<file path="src/sv/jqet_mul.sv">
// Shared fixed-point multiplier: sign-magnitude product built from 32x32 partial
// products in turn, shifted by the fraction width and saturated.
// No package dependencies.
module jqet_mul #(
    parameter int COORD_WIDTH = 32,
    parameter int FRAC_BITS   = 24
) (
    input  logic                          aclk,
    input  logic                          aresetn,
    input  logic                          start,
    input  logic signed [COORD_WIDTH-1:0] op_a,
    input  logic signed [COORD_WIDTH-1:0] op_b,
    output logic                          done,
    output logic signed [COORD_WIDTH-1:0] prod,
    output logic [31:0]                   prod_clip
);

    localparam int W    = COORD_WIDTH;
    localparam int NCH  = (W + 31) / 32;
    localparam int MW   = 32 * NCH;
    localparam int ACCW = 2 * MW;

    localparam logic [W-1:0]    CMAX_U = {1'b0, {(W-1){1'b1}}};
    localparam logic [W-1:0]    CMIN_U = {1'b1, {(W-1){1'b0}}};
    localparam logic [ACCW-1:0] CMAX_A = ACCW'(CMAX_U);
    localparam logic [ACCW-1:0] TWO31  = ACCW'(1) << 31;

    logic [W-1:0]    ua;
    logic [W-1:0]    ub;
    logic [W-1:0]    mag_a;
    logic [W-1:0]    mag_b;
    logic [MW-1:0]   a_mag_reg;
    logic [MW-1:0]   b_mag_reg;
    logic            neg_reg;
    logic [0:0]      ia_reg;
    logic [0:0]      ib_reg;
    logic            issue_reg;
    logic            last_issue;
    logic [31:0]     a_chunk;
    logic [31:0]     b_chunk;
    logic [63:0]     pp_reg;
    logic [1:0]      pp_sh_reg;
    logic            pp_vld_reg;
    logic            pp_last_reg;
    logic [ACCW-1:0] acc_reg;
    logic            fin_reg;
    logic            done_reg;
    logic [ACCW-1:0] shr;
    logic            big;
    logic [W-1:0]    low;
    logic [W-1:0]    prod_next;
    logic [31:0]     clip_next;
    logic [W-1:0]    prod_reg;
    logic [31:0]     clip_reg;

    // Operand magnitudes; the most negative value maps onto its unsigned magnitude.
    assign ua    = op_a;
    assign ub    = op_b;
    assign mag_a = ua[W-1] ? (~ua + 1'b1) : ua;
    assign mag_b = ub[W-1] ? (~ub + 1'b1) : ub;

    // Current 32-bit digits of each magnitude.
    assign a_chunk    = 32'(a_mag_reg >> (32 * ia_reg));
    assign b_chunk    = 32'(b_mag_reg >> (32 * ib_reg));
    assign last_issue = (ia_reg == 1'(NCH - 1)) && (ib_reg == 1'(NCH - 1));

    // Scale and saturate the finished product.
    always_comb begin
        shr  = acc_reg >> FRAC_BITS;
        big  = shr > CMAX_A;
        low  = shr[W-1:0];
        if (big) begin
            prod_next = neg_reg ? CMIN_U : CMAX_U;
        end else begin
            prod_next = neg_reg ? (~low + 1'b1) : low;
        end
        clip_next = (shr >= TWO31) ? 32'h8000_0000 : shr[31:0];
    end

    // Control: digit counters and the valid marks that follow the partial products.
    always_ff @(posedge aclk) begin
        if (!aresetn) begin
            issue_reg   <= 1'b0;
            ia_reg      <= '0;
            ib_reg      <= '0;
            pp_vld_reg  <= 1'b0;
            pp_last_reg <= 1'b0;
            fin_reg     <= 1'b0;
            done_reg    <= 1'b0;
        end else begin
            pp_vld_reg  <= issue_reg;
            pp_last_reg <= issue_reg && last_issue;
            fin_reg     <= pp_vld_reg && pp_last_reg;
            done_reg    <= fin_reg;
            if (start) begin
                issue_reg <= 1'b1;
                ia_reg    <= '0;
                ib_reg    <= '0;
            end else if (issue_reg) begin
                if (last_issue) begin
                    issue_reg <= 1'b0;
                end
                if (ib_reg == 1'(NCH - 1)) begin
                    ib_reg <= '0;
                    ia_reg <= ia_reg + 1'b1;
                end else begin
                    ib_reg <= ib_reg + 1'b1;
                end
            end
        end
    end

    // Datapath: one partial product per cycle, registered, then accumulated.
    always_ff @(posedge aclk) begin
        if (start) begin
            a_mag_reg <= MW'(mag_a);
            b_mag_reg <= MW'(mag_b);
            neg_reg   <= op_a[W-1] ^ op_b[W-1];
            acc_reg   <= '0;
        end else if (pp_vld_reg) begin
            acc_reg <= acc_reg + (ACCW'(pp_reg) << (32 * pp_sh_reg));
        end
        pp_reg    <= a_chunk * b_chunk;
        pp_sh_reg <= {1'b0, ia_reg} + {1'b0, ib_reg};
        if (fin_reg) begin
            prod_reg <= prod_next;
            clip_reg <= clip_next;
        end
    end

    assign done      = done_reg;
    assign prod      = prod_reg;
    assign prod_clip = clip_reg;

endmodule

</file>
<file path="config.mk">
export PLATFORM = sky130hd
export DESIGN_NAME = jqet_mul
export DESIGN_NICKNAME = d
export VERILOG_FILES = /design/src/sv/jqet_mul.sv
export SDC_FILE = /design/constraint.sdc
export NUM_CORES = 2
export LEC_CHECK = 0
export CORE_ASPECT_RATIO = 1.75
export CORE_MARGIN = 3
export CORE_UTILIZATION = 50
export DETAILED_ROUTE_END_ITERATION = 6
export DONT_BUFFER_PORTS = 1
export HOLD_SLACK_MARGIN = 0.03
export PLACE_DENSITY_LB_ADDON = 0.3
export SLEW_MARGIN = 20
export SYNTH_ARGS = -nofsm -noshare
export SYNTH_HDL_FRONTEND = slang
export SYNTH_SLANG_ARGS = --single-unit
</file>
<file path="constraint.sdc">
create_clock -name aclk -period 13.7 [get_ports aclk]
set_clock_uncertainty 0.1 [all_clocks]
set_input_delay 1.37 -clock aclk [delete_from_list [all_inputs] [get_ports aclk]]
set_output_delay 1.37 -clock aclk [all_outputs]
set_load 0.01 [all_outputs]
</file>
==> flow_metrics.tcl <==
set metrics [dict create \
    maxCapViolations 0 \
    hold_viol_final 0 \
    mostFrequentLayoutCells "inv_1 (903), fa_1 (897), and2_1 (634)" \
    vias_per_cell 5.73 \
    synth_area_leaders "fa_1 (38%), ha_1 (8.6%), and2_1 (8.3%), edfxtp_1 (8.1%), inv_1 (7.1%)" \
    clk_pin_slew_ns 0.07 \
    place.gp.congestion 0.937 \
    port_buffers 0 \
    min_to "pp_sh_reg[0]" \
    ctsHoldBuffers 0 \
    initial_core_util_pct 50.6 \
    reg2reg_depth 27 \
    finalCritPeriodShare_pct 69.8 \
    cts_setup_buffers 0 \
    wl_per_cell_um 21.9 \
    nets 6285 \
    die_x_um 240 \
    critPathBufInv 6 \
    synth-seq-cells 264 \
    coreArea_um2 94500 \
    wl_um 136000 \
    synth.yosys.seq_area_share_pct 13.7 \
    slew_viol_final 0 \
    yosys.area.top_type "fa_1" \
    grt_usage_pct 28.1 \
    cp_top_family "adder cells" \
    synth_ff_type "dfxtp_1" \
    tritoncts "built" \
    async_reset_ff_share_pct 0 \
    hpwl_um 103000 \
    vias 35700 \
    hold_ws_ns 0.259 \
    regArea_um2 6580 \
    crit_type "reg2reg" \
    insertion_delay_ns 0.61 \
    ys_types 69 \
    end_kind "flip-flop" \
    clock_path_buffers 3 \
    relSlewSlack_pct 27.9 \
    start_kind "flip-flop" \
    ant_nets 0 \
    rsz0062_at_grt "no" \
    hp-class "reg2reg" \
    setup_violations 0 \
    grt_pass1_vias 39100 \
    cpPeakStageDelay_ns 0.93 \
    grt_pass1_wl_um 215000 \
    cp.required_ns 14.14 \
    htreeDepth 1 \
    min_delay_path_depth 0 \
    num_rows 149 \
    arrival_ns 10.00 \
    root_buffer "clkbuf_16" \
    critPathMaxFanout 34 \
    fmax_ghz 0.105 \
    reg2reg_to "pp_reg[63]" \
    r2r-start "ia_reg" \
    r2r_slack_ns 4.14 \
    drive_gt1_share_pct 4.13 \
    synthCells 5192 \
    cts-buffers-inserted 29 \
    critPathSlowestCell "nor4_1" \
    antenna_found_initial 6 \
    synth_nets 6485 \
    post-route-min-period_ns 9.56 \
    io_pins 132 \
    outcome "finished clean" \
    startpoint "ia_reg" \
    hold_start "ia_reg" \
    drt_iter0_drc 2190 \
    die_area_um2 99600 \
    drc_errors 0 \
    post_cts_resize_count 0 \
    fill_cells 8590 \
    grt_overflow 0 \
    cts.sinks 264 \
    ys_warn_count 0 \
    synth_area_um2 47900 \
    synth_enable_flop_cells 129 \
    grt_max_degree 139 \
    avgSynthCellArea_um2 9.22 \
    die_y_um 415 \
    first_pass_iters 6 \
    final_common_cell "inv_1" \
    syn_to_final_growth_pct 4.29 \
    yosys.area.top_type_share_pct 37.5 \
    multi_input_area_um2 36900 \
    setup_tns_ns 0 \
    worst_pin_slew_ns 1.07 \
    cpMostUsedCell "fa_1" \
]
-- stage by stage --
| stage | area [um^2] | util, % | std cells | worst slack [ns] |
|---|---|---|---|---|
| 3_3_place_gp | 48900 | 51.7 | 6167 | 4.60 |
| 4_1_cts | 49900 | 52.8 | 6221 | 4.50 |
| 2_1_floorplan | 47900 | - | 5192 | 5.86 |
| 6_report | 49900 | 52.8 | 6226 | 4.14 |
| 5_1_grt | 49900 | 52.8 | 6223 | 3.79 |
| 3_5_place_dp | 48900 | 51.7 | 6167 | 4.52 |
-- kinds of logic (layout without fill, tap and decap cells) --
kind of cell | count (synthesis) | count (layout) | share of synthesized area (%)
AO/OA/AOI/OAI | 570 | 570 | 7.69
XOR/XNOR | 174 | 174 | 3.18
adder cells (fa/ha/maj) | 1226 | 1226 | 46.1
buffers and inverters | 1203 | 1026 | 9.44
flip-flops | 264 | 264 | 13.7
multiplexers | 76 | 76 | 1.67
other | 0 | 3 | 0
AND/OR/NAND/NOR | 1679 | 1679 | 18.2
-- layer usage --
layer / vias up / share of wire [%] / track usage, %
met3: 563 / 6.1 / 4.35
li1: 15700 / - / -
met1: 18000 / 33 / 29.5
met2: 1428 / 53 / 51.5
met4: 4 / 8.1 / 18.4
met5: - / 0.018 / 0
-- layout make-up --
type                       count  area share [%]
tap                         1208            3.03
clock buffer                  34            1.53
inverter                     903            6.79
timing repair buffer          69            1.09
clock inverter                20           0.496
antenna                        3          0.0150
sequential                   264            13.2
multi-input combinational   3725            73.9
-- Yosys cell counts (9+ instances only) --
cell type and number:
a211oi_1 24, a21boi_0 10, a21o_1 69, a21oi_1 164, a221o_1 9, a31oi_1 17, and2_1 634, and3_1 15
clkbuf_1 296, dfxtp_1 135, edfxtp_1 129, fa_1 897, ha_1 329, inv_1 903, mux2_2 32, mux2i_1 44
nand2_1 592, nand2b_1 30, nand3_1 32, nand4_1 37, nor2_1 144, nor2b_1 75, nor3_1 38, nor3b_1 9
o211ai_1 10, o21a_1 16, o21ai_0 101, o21bai_1 37, o22ai_1 9, o311ai_0 12, o31ai_1 34, o41ai_1 14
or3_1 18, or4_1 16, xnor2_1 128, xor2_1 46
-- how the worst max path moves through the flow --
stage | endpoint | cells after the start
2_1_floorplan | pp_reg[61] | 28
3_3_place_gp | pp_reg[63] | 27
3_5_place_dp | pp_reg[63] | 26
4_1_cts | pp_reg[63] | 26
5_1_grt | pp_reg[63] | 26
6_report | pp_reg[63] | 27
-- worst register-to-register path: cells and delay by family, from the launching register on --
kind | cells | cell delay (ns)
adders and majority gates | 9 | 4.23
DFF | 1 | 0.33
buffers and inverters | 6 | 0.57
and+or+nand+nor | 6 | 2.51
AOI/OAI and AO/OA | 5 | 1.65
xor gates and xnor gates | 1 | 0.13
Power is not shown: default switching activity piles up to over one toggle a cycle in this logic, so the estimate is an artifact.
